===== src/hdl/dispenser_alarm_controller_top_macros.svh =====
// Assertion macros for the dispenser alarm controller.
// Each macro expands to a labeled concurrent assertion in simulation and
// to nothing in synthesis.
`ifndef DISPENSER_ALARM_CONTROLLER_TOP_MACROS_SVH
`define DISPENSER_ALARM_CONTROLLER_TOP_MACROS_SVH

`ifndef SYNTHESIS

// Same-cycle implication, checked on every rising clock edge out of reset.
`define DAC_ASSERT_SAME(name, clk, rst, ante, cons, msg) \
   name: assert property (@(posedge clk) disable iff (rst) (ante) |-> (cons)) else $error(msg);

// Next-cycle implication, checked on every rising clock edge out of reset.
`define DAC_ASSERT_NEXT(name, clk, rst, ante, cons, msg) \
   name: assert property (@(posedge clk) disable iff (rst) (ante) |=> (cons)) else $error(msg);

`else

`define DAC_ASSERT_SAME(name, clk, rst, ante, cons, msg)

`define DAC_ASSERT_NEXT(name, clk, rst, ante, cons, msg)

`endif

`endif


===== src/hdl/dac_pkg.sv =====
`timescale 1ns / 1ps
`default_nettype none

package dac_pkg;

   // Sample widths of the sensor inputs
   localparam int JOY_BITS  = 12;
   localparam int DIST_BITS = 16;

   // Register widths
   localparam int JOY_REG_BITS  = 12;
   localparam int DIST_REG_BITS = 16;
   localparam int PWM_BITS      = 12;
   localparam int CSR_DATA_BITS = 16;
   localparam int CSR_IDX_BITS  = 3;

   // Compare widths: wide enough for both the sample and the register
   localparam int JOY_CMP_BITS  = (JOY_BITS > JOY_REG_BITS) ? JOY_BITS : JOY_REG_BITS;
   localparam int DIST_CMP_BITS = (DIST_BITS > DIST_REG_BITS) ? DIST_BITS : DIST_REG_BITS;

   // Request tdata layout, lowest bit first
   localparam int REQ_SYNC_LSB   = 0;
   localparam int REQ_CVALID_LSB = 1;
   localparam int REQ_HOUR_LSB   = 2;
   localparam int REQ_MINUTE_LSB = 7;
   localparam int REQ_PRESS_LSB  = 13;
   localparam int REQ_JOY_LSB    = 14;
   localparam int REQ_DVALID_LSB = REQ_JOY_LSB + JOY_BITS;
   localparam int REQ_DIST_LSB   = REQ_DVALID_LSB + 1;
   localparam int REQ_LIGHT_LSB  = REQ_DIST_LSB + DIST_BITS;
   localparam int REQ_FIELD_BITS = REQ_LIGHT_LSB + 1;
   localparam int REQ_DATA_BITS  = ((REQ_FIELD_BITS + 7) / 8) * 8;

   // Response tdata layout, lowest bit first
   localparam int RSP_FIELD_BITS = 3 + 5 + 6 + PWM_BITS + PWM_BITS + 2 + 1;
   localparam int RSP_DATA_BITS  = ((RSP_FIELD_BITS + 7) / 8) * 8;
   localparam int RSP_PAD_BITS   = RSP_DATA_BITS - RSP_FIELD_BITS;

   localparam logic [4:0] HOUR_MAX   = 5'd23;
   localparam logic [5:0] MINUTE_MAX = 6'd59;

   // Register reset values
   localparam logic [JOY_REG_BITS-1:0]  JOY_UP_RESET     = 12'd4090;
   localparam logic [JOY_REG_BITS-1:0]  JOY_DOWN_RESET   = 12'd25;
   localparam logic [DIST_REG_BITS-1:0] NEAR_DIST_RESET  = 16'd400;
   localparam logic [DIST_REG_BITS-1:0] MAX_DIST_RESET   = 16'd4000;
   // 550 + 100 * 1950 / 180, truncated
   localparam logic [PWM_BITS-1:0]      SERVO_OPEN_RESET = 12'd1633;
   localparam logic [PWM_BITS-1:0]      SERVO_SHUT_RESET = 12'd550;
   localparam logic [PWM_BITS-1:0]      BUZZER_RESET     = 12'd2048;

   typedef enum logic [2:0] {
      MODE_INITIAL     = 3'd0,
      MODE_SHOW        = 3'd1,
      MODE_ASK         = 3'd2,
      MODE_SET_HOURS   = 3'd3,
      MODE_SET_MINUTES = 3'd4,
      MODE_ARMED       = 3'd5,
      MODE_TRIGGERED   = 3'd6,
      MODE_MONITOR     = 3'd7
   } mode_type;

   typedef enum logic [CSR_IDX_BITS-1:0] {
      CSR_JOY_UP      = 3'd0,
      CSR_JOY_DOWN    = 3'd1,
      CSR_NEAR_DIST   = 3'd2,
      CSR_MAX_DIST    = 3'd3,
      CSR_SERVO_OPEN  = 3'd4,
      CSR_SERVO_SHUT  = 3'd5,
      CSR_BUZZER_DUTY = 3'd6
   } csr_index_type;

   typedef enum logic [1:0] {
      PILL_OFF       = 2'd0,
      PILL_NOT_TAKEN = 2'd1,
      PILL_TAKEN     = 2'd2
   } pill_type;

endpackage

`default_nettype wire


===== src/hdl/dispenser_alarm_controller_top.sv =====
`timescale 1ns / 1ps
`default_nettype none
// Channel   Direction  Handshake                Payload
// req_      in         req_tvalid / req_tready  one sensor tick (req_tdata)
// rsp_      out        rsp_tvalid / rsp_tready  one status result (rsp_tdata)
// csr_      in         csr_valid / csr_ready    register index + write data
//
// One result per tick, registered in the cycle after the request transaction.
// A new tick is taken every cycle while the response register is empty or
// being drained in the same cycle, so the sustained rate is one per clock.
// Stalls on rsp_ hold the response register and deassert req_tready.
// Synchronous active-high reset clears the mode, alarm and actuator state
// and loads the register defaults; csr_ready is always high.

`include "dispenser_alarm_controller_top_macros.svh"

module dispenser_alarm_controller_top (
   input  wire logic                              clock,
   input  wire logic                              reset,
   // Request: time_sync, clock_valid, clock_hour, clock_minute, button_press,
   // joystick_y, distance_valid, distance_mm, light_level, zero fill
   input  wire logic                              req_tvalid,
   output logic                                   req_tready,
   input  wire logic [dac_pkg::REQ_DATA_BITS-1:0] req_tdata,
   // Response: mode, alarm_hour_out, alarm_minute_out, buzzer_level,
   // servo_pulse, pill_status, distance_error, zero fill
   output logic                                   rsp_tvalid,
   input  wire logic                              rsp_tready,
   output logic [dac_pkg::RSP_DATA_BITS-1:0]      rsp_tdata,
   // Register writes
   input  wire logic                              csr_valid,
   output logic                                   csr_ready,
   input  wire logic [dac_pkg::CSR_IDX_BITS-1:0]  csr_index,
   input  wire logic [dac_pkg::CSR_DATA_BITS-1:0] csr_data
);

   // Configuration registers
   logic [dac_pkg::JOY_REG_BITS-1:0]  joy_up_ff;
   logic [dac_pkg::JOY_REG_BITS-1:0]  joy_down_ff;
   logic [dac_pkg::DIST_REG_BITS-1:0] near_dist_ff;
   logic [dac_pkg::DIST_REG_BITS-1:0] max_dist_ff;
   logic [dac_pkg::PWM_BITS-1:0]      servo_open_pulse_ff;
   logic [dac_pkg::PWM_BITS-1:0]      servo_shut_pulse_ff;
   logic [dac_pkg::PWM_BITS-1:0]      buzzer_duty_ff;

   // Controller state
   dac_pkg::mode_type mode_ff, mode_in;
   logic [4:0]        alarm_hour_ff, alarm_hour_in;
   logic [5:0]        alarm_minute_ff, alarm_minute_in;
   logic              alarm_armed_ff, alarm_armed_in;
   logic              servo_open_ff, servo_open_in;
   logic              buzzer_on_ff, buzzer_on_in;
   logic              sensing_ff, sensing_in;

   // Response register
   logic                              rsp_valid_ff, rsp_valid_in;
   logic [dac_pkg::RSP_DATA_BITS-1:0] rsp_data_ff, rsp_data_in;

   // Unpacked request fields
   logic                          time_sync;
   logic                          clock_valid;
   logic [4:0]                    clock_hour;
   logic [5:0]                    clock_minute;
   logic                          button_press;
   logic [dac_pkg::JOY_BITS-1:0]  joystick_y;
   logic                          distance_valid;
   logic [dac_pkg::DIST_BITS-1:0] distance_mm;
   logic                          light_level;

   logic                              req_fire;
   logic                              joy_up;
   logic                              joy_down;
   logic [dac_pkg::DIST_CMP_BITS-1:0] dist_ext;
   logic                              dist_ok;
   logic                              dist_near;
   logic                              alarm_hit;
   logic                              dist_err;
   logic [dac_pkg::PWM_BITS-1:0]      buzzer_level;
   logic [dac_pkg::PWM_BITS-1:0]      servo_pulse;
   dac_pkg::pill_type                 pill_status;

   // Wrapping up/down step; a value above top is pulled back into range
   function automatic logic [5:0] joy_step(input logic up, input logic down,
                                           input logic [5:0] value,
                                           input logic [5:0] top);
      logic [5:0] result;
      result = value;
      if (up) begin
         result = (value >= top) ? 6'd0 : value + 6'd1;
      end else if (down) begin
         result = (value == 6'd0 || value > top) ? top : value - 6'd1;
      end
      return result;
   endfunction

   assign time_sync      = req_tdata[dac_pkg::REQ_SYNC_LSB];
   assign clock_valid    = req_tdata[dac_pkg::REQ_CVALID_LSB];
   assign clock_hour     = req_tdata[dac_pkg::REQ_HOUR_LSB +: 5];
   assign clock_minute   = req_tdata[dac_pkg::REQ_MINUTE_LSB +: 6];
   assign button_press   = req_tdata[dac_pkg::REQ_PRESS_LSB];
   assign joystick_y     = req_tdata[dac_pkg::REQ_JOY_LSB +: dac_pkg::JOY_BITS];
   assign distance_valid = req_tdata[dac_pkg::REQ_DVALID_LSB];
   assign distance_mm    = req_tdata[dac_pkg::REQ_DIST_LSB +: dac_pkg::DIST_BITS];
   assign light_level    = req_tdata[dac_pkg::REQ_LIGHT_LSB];

   // Response register frees up when it is empty or drained this cycle
   assign req_tready = !rsp_valid_ff || rsp_tready;
   assign req_fire   = req_tvalid && req_tready;
   assign csr_ready  = 1'b1;

   // Joystick thresholds; up wins when both match
   assign joy_up   = dac_pkg::JOY_CMP_BITS'(joystick_y) >= dac_pkg::JOY_CMP_BITS'(joy_up_ff);
   assign joy_down = dac_pkg::JOY_CMP_BITS'(joystick_y) <= dac_pkg::JOY_CMP_BITS'(joy_down_ff);

   // Distance qualification: valid, nonzero and not beyond the max range
   assign dist_ext  = dac_pkg::DIST_CMP_BITS'(distance_mm);
   assign dist_ok   = distance_valid && (distance_mm != '0)
                      && (dist_ext <= dac_pkg::DIST_CMP_BITS'(max_dist_ff));
   assign dist_near = dist_ext <= dac_pkg::DIST_CMP_BITS'(near_dist_ff);

   assign alarm_hit = alarm_armed_ff && clock_valid && (clock_hour == alarm_hour_ff)
                      && (clock_minute == alarm_minute_ff);

   // Mode update for one tick. Sync beats the alarm, and either event
   // suppresses the mode action for this tick.
   always_comb begin
      mode_in         = mode_ff;
      alarm_hour_in   = alarm_hour_ff;
      alarm_minute_in = alarm_minute_ff;
      alarm_armed_in  = alarm_armed_ff;
      servo_open_in   = servo_open_ff;
      buzzer_on_in    = buzzer_on_ff;
      sensing_in      = sensing_ff;
      dist_err        = 1'b0;
      if (time_sync) begin
         mode_in = dac_pkg::MODE_SHOW;
      end else if (alarm_hit) begin
         mode_in        = dac_pkg::MODE_TRIGGERED;
         alarm_armed_in = 1'b0;
      end else begin
         unique case (mode_ff)
            dac_pkg::MODE_INITIAL: begin
            end
            dac_pkg::MODE_SHOW: begin
               mode_in = dac_pkg::MODE_ASK;
            end
            dac_pkg::MODE_ASK: begin
               if (button_press) begin
                  // capture the clock only when it is valid and in range
                  if (clock_valid && clock_hour <= dac_pkg::HOUR_MAX
                      && clock_minute <= dac_pkg::MINUTE_MAX) begin
                     alarm_hour_in   = clock_hour;
                     alarm_minute_in = clock_minute;
                  end else begin
                     alarm_hour_in   = '0;
                     alarm_minute_in = '0;
                  end
                  mode_in = dac_pkg::MODE_SET_HOURS;
               end
            end
            dac_pkg::MODE_SET_HOURS: begin
               alarm_hour_in = 5'(joy_step(joy_up, joy_down, {1'b0, alarm_hour_ff},
                                           {1'b0, dac_pkg::HOUR_MAX}));
               if (button_press) begin
                  mode_in = dac_pkg::MODE_SET_MINUTES;
               end
            end
            dac_pkg::MODE_SET_MINUTES: begin
               alarm_minute_in = joy_step(joy_up, joy_down, alarm_minute_ff,
                                          dac_pkg::MINUTE_MAX);
               if (button_press) begin
                  mode_in        = dac_pkg::MODE_ARMED;
                  alarm_armed_in = 1'b1;
               end
            end
            dac_pkg::MODE_ARMED: begin
            end
            dac_pkg::MODE_TRIGGERED: begin
               buzzer_on_in = 1'b1;
               mode_in      = dac_pkg::MODE_MONITOR;
            end
            dac_pkg::MODE_MONITOR: begin
               if (dist_ok) begin
                  if (dist_near) begin
                     if (!servo_open_ff) begin
                        servo_open_in = 1'b1;
                        buzzer_on_in  = 1'b0;
                        sensing_in    = 1'b1;
                     end
                  end else if (servo_open_ff) begin
                     // dispenser closed: back to armed, alarm stays disarmed
                     servo_open_in = 1'b0;
                     sensing_in    = 1'b0;
                     mode_in       = dac_pkg::MODE_ARMED;
                  end
               end else begin
                  dist_err = 1'b1;
               end
            end
         endcase
      end
   end

   // Result fields from the updated state
   assign buzzer_level = buzzer_on_in ? buzzer_duty_ff : '0;
   assign servo_pulse  = servo_open_in ? servo_open_pulse_ff : servo_shut_pulse_ff;
   always_comb begin
      if (!sensing_in) begin
         pill_status = dac_pkg::PILL_OFF;
      end else if (light_level) begin
         pill_status = dac_pkg::PILL_NOT_TAKEN;
      end else begin
         pill_status = dac_pkg::PILL_TAKEN;
      end
   end

   always_comb begin
      rsp_valid_in = rsp_valid_ff && !rsp_tready;
      rsp_data_in  = rsp_data_ff;
      if (req_fire) begin
         rsp_valid_in = 1'b1;
         rsp_data_in  = {{dac_pkg::RSP_PAD_BITS{1'b0}}, dist_err, pill_status,
                         servo_pulse, buzzer_level, alarm_minute_in,
                         alarm_hour_in, mode_in};
      end
   end

   // Configuration writes; an index past the list is dropped
   always_ff @(posedge clock) begin
      if (reset) begin
         joy_up_ff           <= dac_pkg::JOY_UP_RESET;
         joy_down_ff         <= dac_pkg::JOY_DOWN_RESET;
         near_dist_ff        <= dac_pkg::NEAR_DIST_RESET;
         max_dist_ff         <= dac_pkg::MAX_DIST_RESET;
         servo_open_pulse_ff <= dac_pkg::SERVO_OPEN_RESET;
         servo_shut_pulse_ff <= dac_pkg::SERVO_SHUT_RESET;
         buzzer_duty_ff      <= dac_pkg::BUZZER_RESET;
      end else if (csr_valid && csr_ready) begin
         unique case (csr_index)
            dac_pkg::CSR_JOY_UP:      joy_up_ff           <= csr_data[dac_pkg::JOY_REG_BITS-1:0];
            dac_pkg::CSR_JOY_DOWN:    joy_down_ff         <= csr_data[dac_pkg::JOY_REG_BITS-1:0];
            dac_pkg::CSR_NEAR_DIST:   near_dist_ff        <= csr_data[dac_pkg::DIST_REG_BITS-1:0];
            dac_pkg::CSR_MAX_DIST:    max_dist_ff         <= csr_data[dac_pkg::DIST_REG_BITS-1:0];
            dac_pkg::CSR_SERVO_OPEN:  servo_open_pulse_ff <= csr_data[dac_pkg::PWM_BITS-1:0];
            dac_pkg::CSR_SERVO_SHUT:  servo_shut_pulse_ff <= csr_data[dac_pkg::PWM_BITS-1:0];
            dac_pkg::CSR_BUZZER_DUTY: buzzer_duty_ff      <= csr_data[dac_pkg::PWM_BITS-1:0];
            default: begin
            end
         endcase
      end
   end

   // State advances only on an accepted tick
   always_ff @(posedge clock) begin
      if (reset) begin
         mode_ff         <= dac_pkg::MODE_INITIAL;
         alarm_hour_ff   <= '0;
         alarm_minute_ff <= '0;
         alarm_armed_ff  <= 1'b0;
         servo_open_ff   <= 1'b0;
         buzzer_on_ff    <= 1'b0;
         sensing_ff      <= 1'b0;
      end else if (req_fire) begin
         mode_ff         <= mode_in;
         alarm_hour_ff   <= alarm_hour_in;
         alarm_minute_ff <= alarm_minute_in;
         alarm_armed_ff  <= alarm_armed_in;
         servo_open_ff   <= servo_open_in;
         buzzer_on_ff    <= buzzer_on_in;
         sensing_ff      <= sensing_in;
      end
   end

   always_ff @(posedge clock) begin
      if (reset) begin
         rsp_valid_ff <= 1'b0;
      end else begin
         rsp_valid_ff <= rsp_valid_in;
      end
   end

   always_ff @(posedge clock) begin
      rsp_data_ff <= rsp_data_in;
   end

   assign rsp_tvalid = rsp_valid_ff;
   assign rsp_tdata  = rsp_data_ff;

   // An accepted tick always leaves a result in the response register
   `DAC_ASSERT_NEXT(a_tick_gives_rsp, clock, reset, req_fire, rsp_valid_ff, "accepted tick produced no response")
   // Pill sensing is on exactly while the dispenser is open
   `DAC_ASSERT_SAME(a_sensing_tracks_servo, clock, reset, 1'b1, sensing_ff == servo_open_ff, "sensing and servo state disagree")
   // The stored alarm time never leaves the valid clock range
   `DAC_ASSERT_SAME(a_alarm_in_range, clock, reset, 1'b1, (alarm_hour_ff <= dac_pkg::HOUR_MAX) && (alarm_minute_ff <= dac_pkg::MINUTE_MAX), "alarm time out of range")

endmodule

`default_nettype wire

===== config.mk =====
export PLATFORM = sky130hd
export DESIGN_NAME = dispenser_alarm_controller_top
export DESIGN_NICKNAME = d
export VERILOG_FILES = /design/src/hdl/dac_pkg.sv /design/src/hdl/dispenser_alarm_controller_top.sv
export VERILOG_INCLUDE_DIRS = /design/src /design/src/hdl
export SDC_FILE = /design/constraint.sdc
export NUM_CORES = 1
export LEC_CHECK = 0
export BUFFER_PORTS_ARGS = -buffer_cell sky130_fd_sc_hd__buf_2
export CORE_ASPECT_RATIO = 1.1
export CORE_MARGIN = 5
export CORE_UTILIZATION = 50
export DETAILED_ROUTE_END_ITERATION = 12
export PLACE_DENSITY = 0.71
export SLEW_MARGIN = 20
export SYNTH_ARGS = -nofsm -noshare
export SYNTH_HDL_FRONTEND = slang
export SYNTH_SLANG_ARGS = --single-unit
export TNS_END_PERCENT = 20

===== constraint.sdc =====
create_clock -name clock -period 3.4 [get_ports clock]
set_clock_uncertainty 0.15 [all_clocks]
set_input_delay 0.17 -clock clock [delete_from_list [all_inputs] [get_ports clock]]
set_output_delay 0.17 -clock clock [all_outputs]
set_load 0.03 [all_outputs]

# Word-level counts from Yosys, hierarchy flattened

Cells that the tools add are included.
Widths: inputs -> output; s select.

Bits in registers: 152
Input bits: 72
Logic and storage cells: 130

$add $sub $neg: 4
$lt $le $gt $ge: 10
Equal/unequal tests: 14
Multiplexer cells: 52
Bitwise gates (word level): 2
Reductions and logical operators: 29

Operators by type and width:

| kind                | number |
|---|---|
| $mux 6              | 8 |
| $mux 5              | 8 |
| $le 16x16->1        | 2 |
| $mux 3              | 8 |
| $mux 1              | 22 |
| $eq 3x3->1 const B  | 6 |
| $pmux 3 s6          | 1 |
| $reduce_bool 16->1  | 1 |
| $reduce_and 2->1    | 7 |
| $eq 3x2->1 const B  | 4 |
| $ge 12x12->1        | 1 |
| $le 12x12->1        | 1 |
| $mux 12             | 1 |
| $pmux 6 s2          | 1 |
| $pmux 5 s2          | 1 |
| $logic_and 1x1->1   | 9 |
| $add 6x1->6 const B | 1 |
| $eq 3x1->1 const B  | 2 |
| $eq 6x6->1          | 1 |
| $ge 6x6->1 const B  | 1 |
| $gt 6x6->1 const B  | 1 |
| $le 6x6->1 const B  | 1 |
| $logic_not 6->1     | 1 |
| $sub 6x1->6 const B | 1 |
| 16 further kinds    | 21 |

# Depth between registers and ports, before layout

Depth in word-level cells: 8
Gate-level depth with buffers: 10
Mapped depth without buffers: 9

# Least setup slack after synthesis

No wires, ideal clock.

Path kind: reg2reg
Start: register rsp_valid_ff (netlist: rsp_tvalid)
End: register alarm_hour_ff[4]
Data arrival time: 2975 ps
Path slack: 159 ps
Stages on the path, launching flop included: 8
Buffers on the path: 0
Period minus slack after synthesis: 3241 ps
Cell sequence: dfxtp_1 nand2b_1 nand2_1 clkinv_1 nand2_1 a21oi_1 a21boi_0 a31o_2

Longest elaborated chain between the ends: 3

RTL lines:

| item                   | line                                  | source |
|---|---|---|
| start, declared        | dispenser_alarm_controller_top.sv:56  | `logic rsp_valid_ff, rsp_valid_in;` |
| start signal, assigned | dispenser_alarm_controller_top.sv:278 | `rsp_valid_ff <= rsp_valid_in;` |
| $logic_not 1->1        | dispenser_alarm_controller_top.sv:107 | `assign req_tready = !rsp_valid_ff \|\| rsp_tready;` |
| $logic_or 1x1->1       | dispenser_alarm_controller_top.sv:107 |  |
| via req_tready         | dispenser_alarm_controller_top.sv:23  | `output logic req_tready,` |
| $logic_and 1x1->1      | dispenser_alarm_controller_top.sv:108 | `assign req_fire = req_tvalid && req_tready;` |
| via req_fire           | dispenser_alarm_controller_top.sv:70  | `logic req_fire;` |
| end signal, assigned   | dispenser_alarm_controller_top.sv:265 | `alarm_hour_ff <= alarm_hour_in;` |
| end, declared          | dispenser_alarm_controller_top.sv:48  | `logic [4:0] alarm_hour_ff, alarm_hour_in;` |

The timed path passes the listed nets, and every way through them passes these cells.
A chain may end at the register's enable or synchronous reset.

# Worst setup path after layout

Start: register alarm_hour_ff[1]
End: register rsp_data_ff, in the netlist rsp_tdata[9], data pin

Longest elaborated chain between the ends: 5

RTL lines:

| item                   | line                                  | source |
|---|---|---|
| $eq 5x5->1             | dispenser_alarm_controller_top.sv:121 | `assign alarm_hit = alarm_armed_ff && clock_valid && (clock_hour == alarm_hour_ff)` |
| $logic_and 1x1->1      | dispenser_alarm_controller_top.sv:121 |  |
| $logic_and 1x1->1      | dispenser_alarm_controller_top.sv:122 | `&& (clock_minute == alarm_minute_ff);` |
| $mux 6                 | dispenser_alarm_controller_top.sv:137 | `end else if (alarm_hit) begin` |
| $mux 6                 | dispenser_alarm_controller_top.sv:135 | `if (time_sync) begin` |
| via alarm_minute_in[1] | dispenser_alarm_controller_top.sv:49  | `logic [5:0] alarm_minute_ff, alarm_minute_in;` |
| end signal, assigned   | dispenser_alarm_controller_top.sv:283 | `rsp_data_ff <= rsp_data_in;` |
| end, declared          | dispenser_alarm_controller_top.sv:57  | `logic [dac_pkg::RSP_DATA_BITS-1:0] rsp_data_ff, rsp_data_in;` |

The timed path passes the listed nets, and every way through them passes these cells.

==> key figures <==
Run status
  • Status: finished, final reports clean

Placement
  • DP Area: roughly 9200 um^2
  • Placed wire-length estimate: approximately 17 mm
  • GPL Wtd Cong: ~0.96
  • Port Buffers: 110
  • Place WS: between 0.3 and 0.4 ns

Synth
  • Adder-cell area share of the yosys netlist: under 10%
  • Synth Instances: approximately 1,000
  • YS warnings: 0
  • Synth Area in XOR/XNOR: between 1 and 1.5%
  • Yosys cell types: 73
  • Ranking of synthesized cells by area: dfxtp_1, edfxtp_1, nand2_1
  • Sequential area share after synthesis: about two fifths
  • Multiplexer share of the synthesized area: 2.48%
  • Simple-gate portion of the synthesized area: between 20% and 30%
  • Syn Area/Cell: ~8.3 um^2
  • Largest family of logic cells by synthesized area: simple AND/OR/NAND/NOR gates
  • Post-synth EDFFs: 41
  • Mapped cell area: 8410 um^2
  • Top-area cell type share of the netlist area: 26.4%
  • Yosys top cell by area: dfxtp_1
  • Yosys reg bits: approximately 150
  • Commonest register cell after synthesis: dfxtp_1
  • Compound-Gate Fraction of Synth Area: about a fifth
  • Async set-reset flop share out of synthesis: 0%

Setup path
  • Critical Path Sink Type: flop
  • Worst-path maximum fanout: 11
  • WP data arrival: 3.15 ns
  • CP startpoint: alarm_hour_ff[1]$_SDFFE_PP0P_
  • Worst setup path class: reg -> reg
  • Critical Path Start Type: flop
  • R2R Path Start: alarm_hour_ff[1]$_SDFFE_PP0P_
  • Required time of the critical path: roughly 3.4 ns

Clock network
  • Number of buffers created by CTS: 17
  • Sink Count: around 150
  • Clock transition at path regs: 0.06 ns
  • Root Buffer Master: clkbuf_16
  • TritonCTS clock tree: yes
  • Clock tree buffer depth: 2
  • Worst skew pair latency: 0.42 ns
  • CTS H-tree lvls: 4

Finish
  • Layout cells sized above 1: ~16%
  • Final #Nets: ~1,300
  • Layout area overhead: 18.5%
  • Design Area, Final: 9970 um^2

Timing
  • Fin Hold WS: 0.0128 ns
  • Fmax: between 300 and 400 MHz
  • Tmin final: between 3 and 4 ns
  • Hold Fails Final Rpt: 0
  • Final setup viols: 0
  • Setup ws final: 0.258 ns
  • Crit share post-route: a little over 90%
  • Slew headroom: between 20 and 30%
  • RSZ-0062 raised after global routing: no
  • Worst-Margin Slew: 1.07 ns
  • Final Slew Violations: 0
  • Setup TNS: 0 ns

Global routing
  • Total track usage: about a quarter
  • Vias in the first global route: 7,343
  • First-pass GRT wire length: about 37 mm
  • Initial antenna violation count: 2
  • Grt total ovfl: 0
  • Largest net degree at the start of global routing: 74

Floorplanning
  • # rows: slightly below 50
  • Die Ht: approximately 150 um
  • Die area: ~20,000 um^2
  • Die Wd: around 130 um
  • CORE AREA: 16,400 um^2
  • IO Pins: ~120
  • Initial Util: roughly half

Detailed routing
  • Met1 Wirelength: about 9.6 mm
  • DRC: 0
  • Routed wire length per instance: 17.2 um
  • 1st-iter DRT viols: around 630
  • Met3 wire length: 1.50 mm
  • Total wire length: roughly 23 mm
  • Via/cell ratio: between 5 and 6
  • Routed wl met2: 11.6 mm
  • Post-route ant nets: 0
  • Via count: about 7,600
  • Drt pass-1 iters: 5
  • Highest routed metal layer: met5

Hold path
  • Hold Startpoint: reset
  • Hold WC Path Type: in -> reg

Power and ir drop
  • P_leak: between 4 and 5 nW
  • Worst VDD drop: around 0.34 mV
  • Pwr dens: 438 nW/um^2

Job
  • Maxcap violations: 0
[worst max-delay path: stages, from the launching register on]
cell and delay (ns):
dfxtp_1 0.56, xnor2_1 0.15, and4_1 0.22, a31oi_1 0.81, nand2_1 0.41, a311oi_1 0.31
o31a_1 0.22, a21oi_1 0.05
[registers in the layout (all words and copies together), names as in the netlist]
register,flops
mode_ff,3
max_dist_ff,16
alarm_hour_ff,5
buzzer_on_ff,1
buzzer_duty_ff,12
joy_down_ff,12
joy_up_ff,12
alarm_armed_ff,1
rsp_tvalid,1
sensing_ff,1
near_dist_ff,16
alarm_minute_ff,6
servo_open_ff,1
servo_shut_pulse_ff,12
servo_open_pulse_ff,12
rsp_tdata,41
[kinds of logic (layout without fill, tap and decap cells)]
| kind of cell | Yosys count | count (layout) |
|---|---|---|
| and+or+nand+nor | 380 | 380 |
| AOI/OAI and AO/OA | 255 | 255 |
| DFF | 152 | 152 |
| buffers and inverters | 130 | 258 |
| adders and majority gates | 61 | 61 |
| muxes | 19 | 19 |
| xor gates and xnor gates | 13 | 13 |
| other | 2 | 9 |
[power by group]
part / internal, W / switching (W)
Combinational: 0.000186 / 0.000356
Sequential: 0.00192 / 0.0000243
Clock: 0.00109 / 0.000797
Total: 0.00319 / 0.00118
[cell type report]
cell class                 instances  area, um^2
antenna                            1        2.50
timing repair buffer             155         938
sequential                       152        3450
clock inverter                    13         131
multi-input combinational        736        4460
inverter                          71         267
fill                            1463        6460
clock buffer                      19         464
tap                              204         255
[path summary, 6_finish.rpt]
check                                                  endpoint  slack (ns)  cells after the start
worst min register to register  buzzer_duty_ff[10]$_SDFFE_PP0P_        0.30                      2
worst max-delay path                     rsp_tdata[9]$_DFFE_PP_        0.26                      7
worst min-delay path            buzzer_duty_ff[11]$_SDFFE_PP1P_        0.01                      3
worst max register to register           rsp_tdata[9]$_DFFE_PP_        0.26                      7
[synthesized netlist by cell type, drive strengths merged, types with 8 or more instances]
cell / number
o21ai: 29
nor2: 33
and2: 16
clkbuf: 44
dfxtp: 111
ha: 61
nand2: 226
edfxtp: 41
nor4: 8
a21o: 8
nor2b: 9
buf: 15
nand2b: 11
a31oi: 15
nand4: 19
nand3: 28
mux2: 12
o211ai: 27
nor3: 12
xnor2: 8
inv: 69
a21oi: 115
[layout by cell type, fill, tap and decap left out, types with 4 or more instances in the layout]
| cell | n |
|---|---|
| nand3_1 | 28 |
| a31o_2 | 5 |
| nor4_1 | 8 |
| o211ai_1 | 27 |
| a211oi_1 | 5 |
| a21oi_1 | 115 |
| ha_1 | 61 |
| buf_4 | 25 |
| buf_2 | 110 |
| and3_1 | 4 |
| xor2_1 | 5 |
| conb_1 | 8 |
| nand2_1 | 226 |
| dfxtp_1 | 111 |
| clkbuf_16 | 18 |
| mux2i_1 | 6 |
| dlygate4sd3_1 | 20 |
| mux2_1 | 12 |
| a21o_1 | 8 |
| nand2b_1 | 11 |
| nor2b_1 | 9 |
| or3_1 | 4 |
| nand4_1 | 19 |
| nor3_1 | 11 |
| nor2_1 | 33 |
| xnor2_1 | 8 |
| o21ai_0 | 29 |
| inv_1 | 69 |
| o31a_1 | 5 |
| edfxtp_1 | 41 |
| and2_1 | 16 |
| a31oi_1 | 15 |
[routing by layer]
layer	GRT usage (%)	up-vias
met5	0	-
met1	28.0	3558
met2	41.9	266
li1	-	3785
met4	8.23	2
met3	5.47	36
[metrics by stage]
step,power [W],util [%],cells
2_1_floorplan,0.00231,-,1018
3_3_place_gp,0.00249,55.8,1298
3_5_place_dp,0.00250,55.8,1298
4_1_cts,0.00439,60.6,1350
5_1_grt,0.00454,60.7,1351
6_report,0.00437,60.7,1351
[repair_timing]
| item | CTS | global route |
|---|---|---|
| endpoints found under the hold margin | 87 | 0 |
| buffers inserted | 0 | 0 |
| gates resized for setup | 0 | 0 |
| setup endpoints to repair | 0 | 0 |
| hold buffers | 20 | 0 |
No activity file was read; power rests on OpenSTA's default activity.
